`src/mnst_pkg.sv`:
```
package mnst_pkg;

    localparam int unsigned DATA_W    = 64;
    localparam int unsigned TICK_HZ_W = 20;
    localparam int unsigned CYC_HZ_W  = 34;
    localparam int unsigned MUL_W     = 30;
    localparam int unsigned DIV_W     = CYC_HZ_W;
    localparam int unsigned HALF_W    = DATA_W / 2;
    localparam int unsigned PP_W      = HALF_W + MUL_W;
    localparam int unsigned PROD_W    = DATA_W + MUL_W;
    localparam int unsigned DIV_STEPS = PROD_W;
    localparam int unsigned CNT_W     = $clog2(DIV_STEPS);
    localparam int unsigned CFG_IDX_W = 2;

    localparam logic [MUL_W-1:0] NS_PER_SEC = MUL_W'(1000000000);

    typedef enum logic [CFG_IDX_W-1:0] {
        REG_ENABLED    = 2'd0,
        REG_TICK_HZ    = 2'd1,
        REG_CYCLE_HZ   = 2'd2,
        REG_CYCLE_BASE = 2'd3
    } t_cfg_reg;

    typedef enum logic [3:0] {
        S_IDLE,
        S_DISPATCH,
        S_MUL_LO,
        S_MUL_HI,
        S_MUL_SUM,
        S_DIV,
        S_CLAMP,
        S_RAISE,
        S_FINISH
    } t_state;

    typedef enum logic [1:0] {
        OP_CYCLE,
        OP_TICK,
        OP_DERIVE
    } t_op_sel;

    typedef struct packed {
        logic    capture;
        logic    tick;
        logic    load_op;
        t_op_sel op_sel;
        logic    zero_q;
        logic    mul_lo;
        logic    mul_hi;
        logic    mul_sum;
        logic    div_step;
        logic    clamp;
        logic    raise;
        logic    load_out;
    } t_dp_cmd;

    typedef struct packed {
        logic cmd_read;
        logic enabled;
        logic cycle_hz_nz;
        logic tick_hz_nz;
        logic div_last;
    } t_dp_status;

endpackage

```
`src/mnst_ctrl.sv`:
```
module mnst_ctrl (
    input  logic                 i_clk,
    input  logic                 i_rst_n,
    input  logic                 i_s_valid,
    input  logic                 i_m_ready,
    input  mnst_pkg::t_dp_status i_status,
    output mnst_pkg::t_dp_cmd    o_cmd,
    output logic                 o_s_ready,
    output logic                 o_m_valid
);
    import mnst_pkg::*;

    t_state    r_state, n_state;
    logic      r_phase, n_phase;
    logic      r_out_valid, n_out_valid;
    t_dp_cmd   cmd;

    always_ff @(posedge i_clk) begin
        if (!i_rst_n) begin
            r_state     <= S_IDLE;
            r_phase     <= 1'b0;
            r_out_valid <= 1'b0;
        end else begin
            r_state     <= n_state;
            r_phase     <= n_phase;
            r_out_valid <= n_out_valid;
        end
    end

    always_comb begin
        n_state   = r_state;
        n_phase   = r_phase;
        cmd       = '0;
        o_s_ready = (r_state == S_IDLE);
        case (r_state)
            S_IDLE: begin
                if (i_s_valid) begin
                    cmd.capture = 1'b1;
                    n_state     = S_DISPATCH;
                end
            end
            S_DISPATCH: begin
                if (!i_status.cmd_read) begin
                    cmd.tick = 1'b1;
                    n_state  = S_FINISH;
                end else if (!i_status.enabled) begin
                    n_state = S_FINISH;
                end else if (i_status.cycle_hz_nz) begin
                    cmd.load_op = 1'b1;
                    cmd.op_sel  = OP_CYCLE;
                    n_phase     = 1'b0;
                    n_state     = S_MUL_LO;
                end else if (i_status.tick_hz_nz) begin
                    cmd.load_op = 1'b1;
                    cmd.op_sel  = OP_TICK;
                    n_phase     = 1'b0;
                    n_state     = S_MUL_LO;
                end else begin
                    cmd.zero_q = 1'b1;
                    n_state    = S_CLAMP;
                end
            end
            S_MUL_LO: begin
                cmd.mul_lo = 1'b1;
                n_state    = S_MUL_HI;
            end
            S_MUL_HI: begin
                cmd.mul_hi = 1'b1;
                n_state    = S_MUL_SUM;
            end
            S_MUL_SUM: begin
                cmd.mul_sum = 1'b1;
                n_state     = S_DIV;
            end
            S_DIV: begin
                cmd.div_step = 1'b1;
                if (i_status.div_last) begin
                    n_state = r_phase ? S_RAISE : S_CLAMP;
                end
            end
            S_CLAMP: begin
                cmd.clamp = 1'b1;
                if (i_status.tick_hz_nz) begin
                    cmd.load_op = 1'b1;
                    cmd.op_sel  = OP_DERIVE;
                    n_phase     = 1'b1;
                    n_state     = S_MUL_LO;
                end else begin
                    n_state = S_FINISH;
                end
            end
            S_RAISE: begin
                cmd.raise = 1'b1;
                n_state   = S_FINISH;
            end
            S_FINISH: begin
                if (!r_out_valid || i_m_ready) begin
                    cmd.load_out = 1'b1;
                    n_state      = S_IDLE;
                end
            end
            default: begin
                n_state = S_IDLE;
            end
        endcase
    end

    always_comb begin
        n_out_valid = r_out_valid;
        if (cmd.load_out) begin
            n_out_valid = 1'b1;
        end else if (i_m_ready) begin
            n_out_valid = 1'b0;
        end
    end

    assign o_cmd     = cmd;
    assign o_m_valid = r_out_valid;

    // A new result must never overwrite one that has not been taken.
    a_no_overwrite: assert property (@(posedge i_clk) disable iff (!i_rst_n)
        cmd.load_out |-> (!r_out_valid || i_m_ready))
        else $error("result loaded while output register is occupied");

    a_accept_dispatch: assert property (@(posedge i_clk) disable iff (!i_rst_n)
        (i_s_valid && o_s_ready) |=> (r_state == S_DISPATCH))
        else $error("accepted item was not dispatched");

    a_div_exit: assert property (@(posedge i_clk) disable iff (!i_rst_n)
        (r_state == S_DIV && i_status.div_last) |=>
        (r_state == S_CLAMP || r_state == S_RAISE))
        else $error("divider did not hand over after its last step");

endmodule

```
`config.mk`:
```
export PLATFORM = sky130hd
export DESIGN_NAME = mnst_ctrl
export DESIGN_NICKNAME = d
export VERILOG_FILES = /design/src/mnst_pkg.sv /design/src/mnst_ctrl.sv
export SDC_FILE = /design/constraint.sdc
export NUM_CORES = 1
export LEC_CHECK = 0
export ABC_CLOCK_PERIOD_IN_PS = 4900
export BUFFER_PORTS_ARGS = -buffer_cell sky130_fd_sc_hd__buf_2
export CORE_AREA = 2 2 39 41
export DETAILED_ROUTE_END_ITERATION = 8
export DIE_AREA = 0 0 41 43
export PLACE_DENSITY = 0.71
export SYNTH_ARGS = -nofsm -noshare
export SYNTH_HDL_FRONTEND = slang
export SYNTH_SLANG_ARGS = --single-unit
```
`constraint.sdc`:
```
create_clock -name i_clk -period 4.9 [get_ports i_clk]
set_input_delay 0.98 -clock i_clk [delete_from_list [all_inputs] [get_ports i_clk]]
set_output_delay 0.98 -clock i_clk [all_outputs]
set_load 0.01 [all_outputs]
```
==> results by group <==
Run status
  • Status: completed

Clock network
  • CTS tree: built
  • # hold bufs at CTS: 0
  • Cts repair resizes: 0
  • Clock sink count: 6
  • Max H-tree Level: 1
  • Post-CTS Repair Setup Buffers: 0
  • Max clock buf depth: 2
  • Reg clk slew, reported paths: 40 ps
  • CTS root buffer: clkbuf_4
  • Clock Latency Late Sink: 240 ps
  • CTS buffer count: 3

Logic synthesis
  • Synth warn: 0
  • Share of the synthesized area in the top cell type: 26.3%
  • Post-Syn Nets: 67
  • Ys async rst share: 0%
  • Largest area contributor in the netlist: dfxtp_1
  • Cell Area, Synth: 457 um2
  • Most frequent cells after synthesis: dfxtp_1 (6), nand2b_1 (6), nor2_1 (5)
  • Yosys cell types: 25
  • Synth top area cells: dfxtp_1 (26%), nand2b_1 (8.2%), o31a_1 (5.8%)
  • Syn_area_per_cell: 7.87 um2
  • Post-synthesis instance total: 58
  • Ys flop type: dfxtp_1
  • Post-synth EDFFs: 0
  • Sequential share of the synthesized area: 26.3%
  • Yosys reg bits: 6

Worst setup path
  • Worst path cell trace: or4b_4 > or2_4 > nor3b_1 > buf_2
  • Reg-to-reg slack, setup: 3210 ps
  • Critical path class: register to output pin
  • Delay of the slowest critical-path stage: 540 ps
  • Bufs and invs on worst path: 1
  • Slowest CP cell: or4b_4
  • CP Data Arrival Time: roughly 1900 ps
  • Worst setup SP type: register
  • Worst-path fanout max: 13
  • Critical Path RT: 3920 ps
  • CP Capture Type: output pin
  • Top delay family on crit path: simple AND/OR/NAND/NOR gates

Placed design
  • RePlAce Congestion: 0.740
  • Post-Place Cells: 92
  • # port buffers: 23
  • HPWL after DPL: 755 um

Floorplan
  • Total die area: around 0.0018 mm2
  • Starting density of the core: 33.0%
  • Die Y-Extent: 43 um
  • Ports: 24
  • Rows: 14
  • Die X: 41 um
  • Core footprint: 0.00138 mm2

Power and ir drop
  • Pleak: 0.277 nW
  • Worst VDD drop: ~84 uV
  • Tot Pwr: 0.119 mW
  • PD cells: 203 mW/mm2

Layout
  • Proportion of layout cells with a drive suffix above 1: about 38%
  • Non-Filler Instances: 95
  • Nets: 90
  • P&R area growth vs syn: 28.8%
  • Diode count: 0

Timing
  • Post-route setup TNS: 0 ps
  • Max Slew Vio Count: 0
  • Fmax: 0.350 GHz
  • Worst-Margin Slew: 545 ps
  • Final setup fails: 0
  • Crit share post-route: 58.3%
  • Min cycle time layout: 2860 ps
  • Final hold violation count: 0
  • Worst Skew: 1.27 ps
  • Relative max-transition margin: a little over three fifths
  • RSZ-0062 raised after global routing: no

Job
  • Max_cap viols: 0

Global routing
  • Overflow after GRT: 0
  • Vias in the first global route: ~380
  • All-Layer GR Usage: 12.5%
  • First-pass GRT wire length: approximately 1500 um
  • Largest net degree at the start of global routing: 16
  • Initial antenna violation count: 0

Route
  • Routed vias: 497
  • Routed Antenna Nets: 0
  • DRT iter0 DRCs: 10
  • Mean routed wirelength per cell: 10.9 um
  • Routed WL: slightly above 1000 um
  • Vias per cell: 5.23
  • Length of the first detailed-routing pass in iterations: 4
  • Drc violations: 0

Worst hold path
  • Hold Crit Class: register to register
## cells by family (layout without fill, tap and decap cells)
logic type / Yosys count / count (layout) / share of synthesized area, %
simple gates: 35 / 35 / 47.7
flops: 6 / 6 / 26.3
compound gates: 12 / 12 / 20.3
buf+inv: 5 / 26 / 5.75
## registers in the layout (all words and copies together) (netlist names)
register / flops
o_m_valid: 1
r_phase: 1
r_state: 4
## cells in the final DEF (no fill, tap or decap), types with 4 or more instances in the layout
master,Yosys,layout
nor3_1,4,4
nand2b_1,6,6
dfxtp_1,6,6
nor2_1,5,5
buf_2,0,23
a21oi_1,4,4
## through the flow
stage	setup WS (ps)	hold WS [ps]	utilization, %	area, um2
after floorplan	2300	540	-	457
after global placement	2180	509	40.9	566
after detailed placement	2170	522	40.9	566
after CTS	2040	564	42.5	588
after global routing	1950	585	42.5	588
final	2040	552	42.5	588
## layer usage
metal	global-route usage (%)	routed length, um	share of wire, %
met5	0	0	0
met4	10.0	14	1.3
met3	3.66	106	10
met2	17.5	468	45
met1	14.8	448	43
## cell type report
class                      count  area [um2]
fill                         142         796
multi-input combinational     47         310
sequential                     6         120
timing repair buffer          23         115
clock buffer                   3        22.5
tap                           16        20.0
## path summary, 6_finish.rpt
path	from	cells past startpoint	endpoint
setup / recovery	r_state[0]	4	o_cmd[8]
hold reg to reg	o_m_valid	2	o_m_valid
setup reg to reg	r_state[0]	3	r_state[1]
hold / removal	o_m_valid	2	o_m_valid
## power by group
group / leakage (nW) / switching, mW / total (mW) / internal [mW]
combinational: 0.214 / 0.0102 / 0.0215 / 0.0113
clock: 0.0138 / 0.0162 / 0.0438 / 0.0276
sequential: 0.0487 / 0.00343 / 0.0540 / 0.0505
total: 0.277 / 0.0299 / 0.119 / 0.0894
## worst reg2reg max path: stages (launching register included)
cell and delay, ps:
dfxtp_1 510, or4b_4 540, or2_4 260, a2111oi_2 280
No activity file was read; power rests on OpenSTA's default activity.
